### config.mk
export PLATFORM = sky130hd
export DESIGN_NAME = rgb_to_hsv_converter
export DESIGN_NICKNAME = d
export VERILOG_FILES = /design/src/rhsv_pkg.sv /design/src/rgb_to_hsv_converter.sv
export SDC_FILE = /design/constraint.sdc
export NUM_CORES = 1
export LEC_CHECK = 0
export BUFFER_PORTS_ARGS = -buffer_cell sky130_fd_sc_hd__buf_4
export CORE_MARGIN = 4
export CORE_UTILIZATION = 30
export CTS_CLUSTER_DIAMETER = 200
export CTS_CLUSTER_SIZE = 24
export DETAILED_ROUTE_END_ITERATION = 8
export GPL_TIMING_DRIVEN = 0
export PLACE_DENSITY_LB_ADDON = 0.1
export SLEW_MARGIN = 5
export SYNTH_ARGS = -nofsm -noshare
export SYNTH_HDL_FRONTEND = slang
export SYNTH_SLANG_ARGS = --single-unit
### constraint.sdc
create_clock -name clk -period 4.3 [get_ports clk]
set_clock_uncertainty 0.1 [all_clocks]
set_input_delay 0.645 -clock clk [delete_from_list [all_inputs] [get_ports clk]]
set_output_delay 0.645 -clock clk [all_outputs]
set_load 0.01 [all_outputs]
### src/rhsv_pkg.sv
// types, widths and constants shared by the rgb to hsv converter
package rhsv_pkg;

    localparam int CHANNEL_BITS      = 8;
    localparam int HUE_FRACTION_BITS = 6;

    localparam int HUE_BITS      = HUE_FRACTION_BITS + 9;
    localparam int SAT_NUM_BITS  = 2 * CHANNEL_BITS;
    localparam int HUE_QUO_BITS  = HUE_FRACTION_BITS + 6;
    localparam int HUE_NUM_BITS  = CHANNEL_BITS + HUE_QUO_BITS;
    localparam int DIV_STAGES    = (CHANNEL_BITS > HUE_QUO_BITS) ? CHANNEL_BITS : HUE_QUO_BITS;

    localparam logic [HUE_BITS-1:0] HUE_120  = HUE_BITS'(120 * (1 << HUE_FRACTION_BITS));
    localparam logic [HUE_BITS-1:0] HUE_240  = HUE_BITS'(240 * (1 << HUE_FRACTION_BITS));
    localparam logic [HUE_BITS-1:0] HUE_FULL = HUE_BITS'(360 * (1 << HUE_FRACTION_BITS));

    typedef enum logic [1:0] {
        SECTOR_RED,
        SECTOR_GREEN,
        SECTOR_BLUE
    } sector_t;

    typedef struct packed {
        logic [CHANNEL_BITS-1:0] red;
        logic [CHANNEL_BITS-1:0] green;
        logic [CHANNEL_BITS-1:0] blue;
    } pixel_t;

    typedef struct packed {
        logic [HUE_BITS-1:0]     hue;
        logic [CHANNEL_BITS-1:0] saturation;
        logic [CHANNEL_BITS-1:0] brightness;
    } hsv_t;

    // per-item control that rides alongside the divider stages
    typedef struct packed {
        logic [CHANNEL_BITS-1:0] hi;
        logic                    grey;
        sector_t                 sector;
        logic                    neg;
    } side_t;

endpackage

### src/rgb_to_hsv_converter.sv
// rgb to hsv converter: pipelined max/min, numerators, two restoring dividers, hue fixup
//
// One pixel is taken in every clock cycle (start high; busy is always low) and its
// hsv result appears with done at the end of the pipeline. Most stages of the pipeline
// are the two restoring dividers, which settle one quotient bit per stage: saturation
// needs CHANNEL_BITS bits and hue needs HUE_FRACTION_BITS + 6 bits, and both run
// side by side for the longer of the two. Results are shown for a single cycle and
// must be taken then. Hue is in units of 1/2^HUE_FRACTION_BITS degree; grey pixels
// give hue and saturation 0.
module rgb_to_hsv_converter (
    input  logic            clk,
    input  logic            rst_n,
    input  logic            start,
    output logic            busy,
    input  rhsv_pkg::pixel_t pixel,
    output logic            done,
    output rhsv_pkg::hsv_t   hsv
);
    import rhsv_pkg::*;

    localparam int CB      = CHANNEL_BITS;
    localparam int HQ      = HUE_QUO_BITS;
    localparam int LATENCY = DIV_STAGES + 3;

    // stage 1: max, min, sector and channel difference
    logic                 s1_valid_reg;
    logic [CB-1:0]        s1_hi_reg;
    logic [CB-1:0]        s1_delta_reg;
    sector_t              s1_sector_reg;
    logic                 s1_neg_reg;
    logic [CB-1:0]        s1_mag_reg;

    logic [CB-1:0]        rg_hi;
    logic [CB-1:0]        rg_lo;
    logic [CB-1:0]        s1_hi_next;
    logic [CB-1:0]        s1_lo;
    sector_t              s1_sector_next;
    logic [CB-1:0]        op_a;
    logic [CB-1:0]        op_c;
    logic                 s1_neg_next;
    logic [CB-1:0]        s1_mag_next;

    // divider pipeline, index 0 is the numerator stage
    logic                    dv_valid_reg [0:DIV_STAGES];
    side_t                   dv_side_reg  [0:DIV_STAGES];
    logic [SAT_NUM_BITS-1:0] dv_srem_reg  [0:DIV_STAGES];
    logic [CB-1:0]           dv_sq_reg    [0:DIV_STAGES];
    logic [HUE_NUM_BITS-1:0] dv_hrem_reg  [0:DIV_STAGES];
    logic [HQ-1:0]           dv_hq_reg    [0:DIV_STAGES];
    // divisor of the hue divider
    logic [CB-1:0]           dv_delta_reg [0:DIV_STAGES];

    logic [CB+5:0]           mag60;
    side_t                   side0_next;

    // output stage
    logic                 done_reg;
    hsv_t                 hsv_reg;
    hsv_t                 hsv_next;
    side_t                fin_side;
    logic [HUE_BITS-1:0]  hq_ext;
    logic [HUE_BITS-1:0]  hue_base;
    logic                 rem_nz;

    // the pipeline never stalls, so an item is taken whenever start is high
    assign busy = 1'b0;

    always_comb
    begin
        rg_hi      = (pixel.red > pixel.green) ? pixel.red : pixel.green;
        rg_lo      = (pixel.red < pixel.green) ? pixel.red : pixel.green;
        s1_hi_next = (pixel.blue > rg_hi) ? pixel.blue : rg_hi;
        s1_lo      = (pixel.blue < rg_lo) ? pixel.blue : rg_lo;
        // ties go to red, then green
        if (pixel.red == s1_hi_next)
        begin
            s1_sector_next = SECTOR_RED;
            op_a           = pixel.green;
            op_c           = pixel.blue;
        end
        else if (pixel.green == s1_hi_next)
        begin
            s1_sector_next = SECTOR_GREEN;
            op_a           = pixel.blue;
            op_c           = pixel.red;
        end
        else
        begin
            s1_sector_next = SECTOR_BLUE;
            op_a           = pixel.red;
            op_c           = pixel.green;
        end
        s1_neg_next = op_a < op_c;
        s1_mag_next = s1_neg_next ? (op_c - op_a) : (op_a - op_c);
    end

    always_ff @(posedge clk or negedge rst_n)
    begin
        if (!rst_n)
        begin
            s1_valid_reg <= 1'b0;
        end
        else
        begin
            s1_valid_reg <= start && !busy;
        end
    end

    always_ff @(posedge clk)
    begin
        s1_hi_reg     <= s1_hi_next;
        s1_delta_reg  <= s1_hi_next - s1_lo;
        s1_sector_reg <= s1_sector_next;
        s1_neg_reg    <= s1_neg_next;
        s1_mag_reg    <= s1_mag_next;
    end

    // stage 2: numerators, |diff| * 60 by shift and subtract
    always_comb
    begin
        mag60             = {s1_mag_reg, 6'b0} - {4'b0, s1_mag_reg, 2'b0};
        side0_next.hi     = s1_hi_reg;
        side0_next.grey   = (s1_delta_reg == '0);
        side0_next.sector = s1_sector_reg;
        side0_next.neg    = s1_neg_reg;
    end

    always_ff @(posedge clk or negedge rst_n)
    begin
        if (!rst_n)
        begin
            dv_valid_reg[0] <= 1'b0;
        end
        else
        begin
            dv_valid_reg[0] <= s1_valid_reg;
        end
    end

    always_ff @(posedge clk)
    begin
        dv_side_reg[0]  <= side0_next;
        dv_srem_reg[0]  <= {s1_delta_reg, CB'(0)} - SAT_NUM_BITS'(s1_delta_reg);
        dv_sq_reg[0]    <= '0;
        dv_hrem_reg[0]  <= HUE_NUM_BITS'(mag60) << HUE_FRACTION_BITS;
        dv_hq_reg[0]    <= '0;
        dv_delta_reg[0] <= s1_delta_reg;
    end

    // each divider settles one quotient bit per stage, msb first, until its quotient is full
    for (genvar k = 0; k < DIV_STAGES; k++)
    begin : g_div
        logic [SAT_NUM_BITS-1:0] srem_next;
        logic [CB-1:0]           sq_next;
        logic [HUE_NUM_BITS-1:0] hrem_next;
        logic [HQ-1:0]           hq_next;

        if (k < CB)
        begin : g_sat
            logic [SAT_NUM_BITS-1:0] s_div;
            always_comb
            begin
                s_div     = SAT_NUM_BITS'(dv_side_reg[k].hi) << (CB - 1 - k);
                srem_next = dv_srem_reg[k];
                sq_next   = dv_sq_reg[k];
                if (dv_srem_reg[k] >= s_div)
                begin
                    srem_next           = dv_srem_reg[k] - s_div;
                    sq_next[CB - 1 - k] = 1'b1;
                end
            end
        end
        else
        begin : g_sat_pass
            always_comb
            begin
                srem_next = dv_srem_reg[k];
                sq_next   = dv_sq_reg[k];
            end
        end

        if (k < HQ)
        begin : g_hue
            logic [HUE_NUM_BITS-1:0] h_div;
            always_comb
            begin
                h_div     = HUE_NUM_BITS'(dv_delta_reg[k]) << (HQ - 1 - k);
                hrem_next = dv_hrem_reg[k];
                hq_next   = dv_hq_reg[k];
                if (dv_hrem_reg[k] >= h_div)
                begin
                    hrem_next           = dv_hrem_reg[k] - h_div;
                    hq_next[HQ - 1 - k] = 1'b1;
                end
            end
        end
        else
        begin : g_hue_pass
            always_comb
            begin
                hrem_next = dv_hrem_reg[k];
                hq_next   = dv_hq_reg[k];
            end
        end

        always_ff @(posedge clk or negedge rst_n)
        begin
            if (!rst_n)
            begin
                dv_valid_reg[k+1] <= 1'b0;
            end
            else
            begin
                dv_valid_reg[k+1] <= dv_valid_reg[k];
            end
        end

        always_ff @(posedge clk)
        begin
            dv_side_reg[k+1]  <= dv_side_reg[k];
            dv_srem_reg[k+1]  <= srem_next;
            dv_sq_reg[k+1]    <= sq_next;
            dv_hrem_reg[k+1]  <= hrem_next;
            dv_hq_reg[k+1]    <= hq_next;
            dv_delta_reg[k+1] <= dv_delta_reg[k];
        end
    end

    // final stage: sector offset and sign fixup of the hue quotient, zero hue and saturation for grey
    always_comb
    begin
        fin_side = dv_side_reg[DIV_STAGES];
        hq_ext   = HUE_BITS'(dv_hq_reg[DIV_STAGES]);
        rem_nz   = (dv_hrem_reg[DIV_STAGES] != '0);
        case (fin_side.sector)
            SECTOR_RED:   hue_base = '0;
            SECTOR_GREEN: hue_base = HUE_120;
            SECTOR_BLUE:  hue_base = HUE_240;
            default:      hue_base = '0;
        endcase

        hsv_next.brightness = fin_side.hi;
        if (fin_side.grey)
        begin
            hsv_next.hue        = '0;
            hsv_next.saturation = '0;
        end
        else
        begin
            hsv_next.saturation = dv_sq_reg[DIV_STAGES];
            if (fin_side.sector == SECTOR_RED)
            begin
                // truncated toward zero, then wrapped into one turn
                if (fin_side.neg && (hq_ext != '0))
                begin
                    hsv_next.hue = HUE_FULL - hq_ext;
                end
                else
                begin
                    hsv_next.hue = hq_ext;
                end
            end
            else if (fin_side.neg)
            begin
                // numerator stays positive here, so the quotient rounds down
                hsv_next.hue = hue_base - hq_ext - HUE_BITS'(rem_nz);
            end
            else
            begin
                hsv_next.hue = hue_base + hq_ext;
            end
        end
    end

    always_ff @(posedge clk or negedge rst_n)
    begin
        if (!rst_n)
        begin
            done_reg <= 1'b0;
        end
        else
        begin
            done_reg <= dv_valid_reg[DIV_STAGES];
        end
    end

    always_ff @(posedge clk)
    begin
        hsv_reg <= hsv_next;
    end

    assign done = done_reg;
    assign hsv  = hsv_reg;

`ifndef SYNTHESIS
    a_latency : assert property (@(posedge clk) disable iff (!rst_n)
        start |-> ##LATENCY done)
        else $error("item accepted but no result after pipeline latency");

    a_no_phantom : assert property (@(posedge clk) disable iff (!rst_n)
        !start |-> ##LATENCY !done)
        else $error("result without a matching accepted item");

    a_black : assert property (@(posedge clk) disable iff (!rst_n)
        (done && (hsv.brightness == '0)) |-> ((hsv.hue == '0) && (hsv.saturation == '0)))
        else $error("black pixel with nonzero hue or saturation");

    a_hue_range : assert property (@(posedge clk) disable iff (!rst_n)
        done |-> (hsv.hue < HUE_FULL))
        else $error("hue outside one full turn");
`endif

endmodule

After elaboration in Yosys (flattened, before gate mapping)
Memories as Yosys holds them, arrays and structs flattened. A register that Yosys moved wholly into a read port is not among the register bits. Cells that the tools add are included. W data, S select, Z words.

Register bits: 65. RAM bits: 988. Input port bits: 27. Output and inout bits: 33. Word-level logic and storage cells: 145. Memories kept: 6.

Memories: dv_hrem_reg (depth 13, bits a word 20, read ports 13, clocked after memory_dff 0, wr ports 13, line rgb_to_hsv_converter.sv:48) `logic [HUE_NUM_BITS-1:0] dv_hrem_reg [0:DIV_STAGES];`; dv_srem_reg (depth 13, bits a word 16, read ports 12, clocked after memory_dff 0, wr ports 13, line rgb_to_hsv_converter.sv:46) `logic [SAT_NUM_BITS-1:0] dv_srem_reg [0:DIV_STAGES];`; dv_hq_reg (depth 13, bits a word 12, read ports 13, clocked after memory_dff 0, wr ports 13, line rgb_to_hsv_converter.sv:49) `logic [HQ-1:0] dv_hq_reg [0:DIV_STAGES];`; dv_side_reg (depth 13, bits a word 12, read ports 13, clocked after memory_dff 0, wr ports 13, line rgb_to_hsv_converter.sv:45) `side_t dv_side_reg [0:DIV_STAGES];`; dv_delta_reg (depth 13, bits a word 8, read ports 12, clocked after memory_dff 0, wr ports 13, line rgb_to_hsv_converter.sv:51) `logic [CB-1:0] dv_delta_reg [0:DIV_STAGES];`; dv_sq_reg (depth 13, bits a word 8, read ports 13, clocked after memory_dff 1, wr ports 13, line rgb_to_hsv_converter.sv:47) `logic [CB-1:0] dv_sq_reg [0:DIV_STAGES];`.

Add/subtract/negate cells: 29. $lt $le $gt $ge: 25. Equal/unequal tests: 4. Muxes and demuxes: 54. Reduce and logical (&&, ||, !) cells: 5.

Operators by type and width (count): $mux W20 (12); $mux W16 (8); $mux W8 (9); $mux W15 (3); $sub A16 B8 Y16 (2); $pmux W14 S2 (1); $lt A8 B8 Y1 (3); $sub A8 B8 Y8 (3); $ge A20 B10 Y1 (1); $ge A20 B11 Y1 (1); $ge A20 B12 Y1 (1); $ge A20 B13 Y1 (1); $ge A20 B14 Y1 (1); $ge A20 B15 Y1 (1); $ge A20 B16 Y1 (1); $ge A20 B17 Y1 (1); $ge A20 B18 Y1 (1); $ge A20 B19 Y1 (1); $ge A20 B8 Y1 (1); $ge A20 B9 Y1 (1); $mux W1 (20); $reduce_bool A20 Y1 (1); $sub A20 B10 Y20 (1); $sub A20 B11 Y20 (1); 39 further kinds (41).

Logic depth before layout (Yosys ltp)
Word-level depth: 9. Gate-level depth with buffers: 34. Depth with buffers taken out: 30.

Worst setup path after synthesis
No wires, ideal clock.

Path kind: input-to-reg. Start: input pixel[13] (netlist bit). End: register s1_mag_reg[7]. Library setup time: 0.086 ns. Arrival: 6.598 ns. Required time: 4.114 ns. Setup slack: -2.483 ns. Stages on the path: 31. Buffers on the path: 5. Cell sequence: clkbuf_1 > inv_1 > ha_1 > nand4_1 > o21a_1 > nor2_4 > buf_1 > mux2i_1 > ha_1 > nand4_1 > nor2_2 > a211o_1 > nand2_2 > o311ai_1 > a221oi_2 > buf_4 > buf_6 > a21oi_1 > a21o_1 > fa_1 > a21o_1 > a21oi_1 > o21bai_1 > a21oi_1 > o21ai_1 > buf_2 > a211o_1 > a31oi_1 > o31ai_2 > and2_1 > a211oi_1.

Cells in the longest elaborated chain, start to end: 9. Elaborated cells between the ends (all ways): 14. Those cells by class: 2 x add/sub; 3 x order compare; 2 x eq/ne; 7 x mux.

RTL lines: from (decl) (line rgb_to_hsv_converter.sv:15) `input rhsv_pkg::pixel_t pixel,`; $gt A8 B8 Y1 (line rgb_to_hsv_converter.sv:70) `rg_hi = (pixel.red > pixel.green) ? pixel.red : pixel.green;`; $mux W8 (line rgb_to_hsv_converter.sv:70); $gt A8 B8 Y1 (line rgb_to_hsv_converter.sv:72) `s1_hi_next = (pixel.blue > rg_hi) ? pixel.blue : rg_hi;`; $mux W8 (line rgb_to_hsv_converter.sv:72); $eq A8 B8 Y1 (line rgb_to_hsv_converter.sv:81) `else if (pixel.green == s1_hi_next)`; $mux W8 (line rgb_to_hsv_converter.sv:81); $mux W8 (line rgb_to_hsv_converter.sv:75) `if (pixel.red == s1_hi_next)`; $sub A8 B8 Y8 / $lt A8 B8 Y1 (equally long branches) (line rgb_to_hsv_converter.sv:94, rgb_to_hsv_converter.sv:93); $mux W8 * (line rgb_to_hsv_converter.sv:94) `s1_mag_next = s1_neg_next ? (op_c - op_a) : (op_a - op_c);`; named net s1_mag_next[7] (line rgb_to_hsv_converter.sv:41) `logic [CB-1:0] s1_mag_next;`; to (signal assigned) (line rgb_to_hsv_converter.sv:115) `s1_mag_reg <= s1_mag_next;`; to (decl) (line rgb_to_hsv_converter.sv:31) `logic [CB-1:0] s1_mag_reg;`.

The timed path passes the listed nets; every way through them passes the cells marked *. A chain may end at the register's enable or synchronous reset.

Worst setup path in the final report
Start: input pixel[14] (netlist bit). End: register s1_mag_reg[7].

The elaborated chain is that of the path after synthesis.

==> flow_metrics.py <==
metrics = {
    "layout": {
        "diodes": 0,
        "syn_to_final_growth_pct": 14.19,
        "layout.cells.non_filler": 4587,
        "fin_area_sq_um": 35000,
        "drive_above_1_share_pct": 9.659,
        "nets": 3520,
        "largest_reg_flops": 192,
        "postLayoutCoreUtil_pct": 34.74,
    },
    "global_route": {
        "overflow": 0,
        "grt_first_pass_wirelength_um": 105400,
        "grt_usage_pct": 11.86,
        "first_global_vias": 21080,
        "grt_max_degree": 26,
        "antenna_found_initial": 0,
    },
    "sta": {
        "rsz0062_at_grt": "true",
        "period_needed_ns": 6.242,
        "setup_viol": 16,
        "worst_pin_slew_ns": 0.9287,
        "fmax_mhz": 160.2,
        "tns_ns": -16.50,
        "fin_crit_sh_pct": 145.2,
        "setup_ws_ns": -1.942,
        "slew_violations": 0,
        "hold_viol": 0,
        "maxSlewHeadroom_pct": 38.08,
    },
    "min_path": {
        "holdPathStages": 0,
        "hp-class": "reg -> reg",
    },
    "outcome": {
        "status": "complete, but fails checks",
        "violations": "setup timing",
    },
    "logic_synthesis": {
        "async_reset_ff_share_pct": 1.916,
        "yosys-top-cells-count": "dfxtp_1, inv_1, ha_1",
        "synth_enable_flop_cells": 0,
        "ys_types": 89,
        "yosys_register_bits": 783,
        "synth_nets": 3374,
        "ys_seq_area_share_pct": 51.39,
        "yosysMostFrequentCell": "dfxtp_1",
        "synth_warnings": 0,
        "synth_top_area_share_pct": 50.17,
        "synth_area_leader_cell": "dfxtp_1",
        "synth_area_sq_um": 30650,
        "avgSynthCellArea_sq_um": 9.951,
        "synth_area_leaders": "dfxtp_1, ha_1, inv_1",
        "synthCells": 3080,
        "synth_flop_cell": "dfxtp_1",
    },
    "critical_path": {
        "slowest_delay_ns": 0.37,
        "worst-path-max-fanout": 7,
        "cpMaxStageDelayCell": "a211o_4",
        "crit_required_ns": 4.68,
        "critPathCaptureType": "flop",
        "crit_path_start_kind": "primary input",
        "r2r_cells": 13,
        "cp_data_arrival_time_ns": 6.62,
        "cp_top_family": "compound AO/OA/AOI/OAI gates",
        "cp_common_cell": "buf_4",
        "critPathBufInv": 10,
        "crit_type": "in -> reg",
        "path_depth": 36,
    },
    "detailed_routing": {
        "drtPass1Iterations": 5,
        "wl_um": 64240,
        "antenna_left": 0,
        "routed-via-count": 20310,
        "via_per_inst": 4.428,
        "post_drt_wl_per_cell_um": 14.00,
        "drc": 0,
        "drtIter0Drc": 719,
    },
    "clocking": {
        "root_buffer": "clkbuf_16",
        "cts_buffers": 38,
        "path_clk_slew_ns": 0.10,
        "cts_tree": "done",
        "htree_levels": 2,
        "clock_latency_ns": 0.60,
        "clock_sinks": 783,
        "clk_path_buf_depth": 3,
    },
    "floorplanning": {
        "core_sq_um": 100700,
        "die_area_sq_um": 107300,
        "die_w_um": 327.6,
        "die_h_um": 327.6,
        "rows": 116,
        "io_pins": 60,
        "start_util_pct": 30.43,
    },
    "power": {
        "vdd_drop_max_mv": 0.2945,
        "power_leakage_uw": 0.01535,
        "powerDensity_nw_per_um2": 868.3,
    },
    "place": {
        "place_hpwl_um": 49630,
        "preCtsSetupSlack_ns": -3.319,
        "postPlaceCellArea_sq_um": 32880,
        "port_buffers": 56,
        "dp_cells": 4493,
        "place_congestion": 0.8567,
    },
    "job": {
        "drv_cap": 0,
    },
}
[per-layer routing]
metal	vias up	GRT usage, %	share of wire (%)
li1	10540	-	-
met1	9427	13.31	42
met2	239	22.70	51
met3	103	1.647	2.9
met4	0	4.255	3.6
met5	-	0	0
[metrics by stage]
step	hold slack [ns]	total power [uW]
2_1_floorplan	0.2096	22640
5_1_grt	0.2200	33320
4_1_cts	0.2064	30690
3_5_place_dp	0.2121	26380
3_3_place_gp	0.2104	26080
6_report	0.2105	30390
[cell type report]
class / count / area, sq um
sequential: 783 / 15750
clock buffer: 40 / 958.4
multi-input combinational: 1889 / 13960
fill: 10220 / 65730
tap: 1357 / 1698
timing repair buffer: 107 / 895.9
clock inverter: 4 / 45.04
buffer: 57 / 347.8
inverter: 350 / 1341
[worst paths after layout]
check / to / from / slack, ns
max in group asynchronous: s1_valid_reg$_DFF_PN0_ / rst_n / 3.62
max reg2reg: dv_hrem_reg[0][112]$_DFF_P_ / dv_delta_reg[2][1]$_DFF_P_ / 0.73
min reg2reg: dv_side_reg[1][24]$_DFF_P_ / dv_side_reg[1][12]$_DFF_P_ / 0.21
min: dv_side_reg[1][24]$_DFF_P_ / dv_side_reg[1][12]$_DFF_P_ / 0.21
max: s1_mag_reg[7]$_DFF_P_ / pixel[14] / -1.94
min in group asynchronous: dv_valid_reg[9]$_DFF_PN0_ / rst_n / 0.32
[what timing repair did]
action | CTS | global route
hold buffers | 2 | 0
setup buffers | 43 | 10
setup endpoints to repair | 18 | 19
gates resized for setup | 99 | 59
hold endpoints to repair | 16 | 0
gates cloned | 1 | 0
pin swaps | 42 | 28
[worst register-to-register path: stages (launching register included)]
cell and delay, ns:
dfxtp_1 0.37, inv_1 0.06, ha_1 0.28, nor2b_1 0.13, o21ai_0 0.22, a21boi_0 0.16, o21ai_0 0.31, a21oi_1 0.16
o21a_1 0.22, o21a_1 0.21, nor4_2 0.56, clkbuf_1 0.50, nand2_1 0.12, o31ai_1 0.09
[kinds of logic after synthesis]
logic type | synth area share [%]
simple gates | 13.05
mux | 1.498
buf+inv | 5.164
xor+xnor | 6.030
flops | 51.39
other cells | 0.01224
fa+ha+maj | 11.46
compound gates | 11.39
[placed cells by master (no fill, tap or decap), types with 7 or more instances in the layout]
master     netlist  layout
dfxtp_1        768     768
inv_1          349     340
ha_1           244     232
nor2_1         235     228
a21oi_1        209     186
nand2_1        168     163
o21ai_0        138     131
xnor2_1        118     118
buf_4            3      98
xor2_1          93      92
nor2b_1         61      61
nand2b_1        56      56
a21o_1          51      49
nand3_1         49      49
nor3_1          42      42
nor4_1          42      42
clkbuf_16        0      39
clkbuf_1        40      35
nand4_1         30      30
o31ai_1         30      29
a21boi_0        28      28
fa_1            23      22
mux2i_1         29      20
a21oi_2          1      18
or3_1           18      18
o21a_1          17      16
mux2_2          15      15
dfrtp_1         15      15
o21ai_1         15      14
and2_1          16      14
o21bai_1        13      13
a211oi_1        16      12
buf_6            4      11
ha_4             0      11
o21ai_2          2      10
or4_1           10      10
nand4b_1         9       9
nor2_4           2       8
a31oi_1         12       8
and3_1           7       7
[where the power goes]
part           switching [uW]  internal (uW)  total, uW
Combinational            7580           6540      14100
Clock                    2210           1620       3830
Sequential               1870          10600      12400
Note: power is estimated with default switching activity, not from simulation.
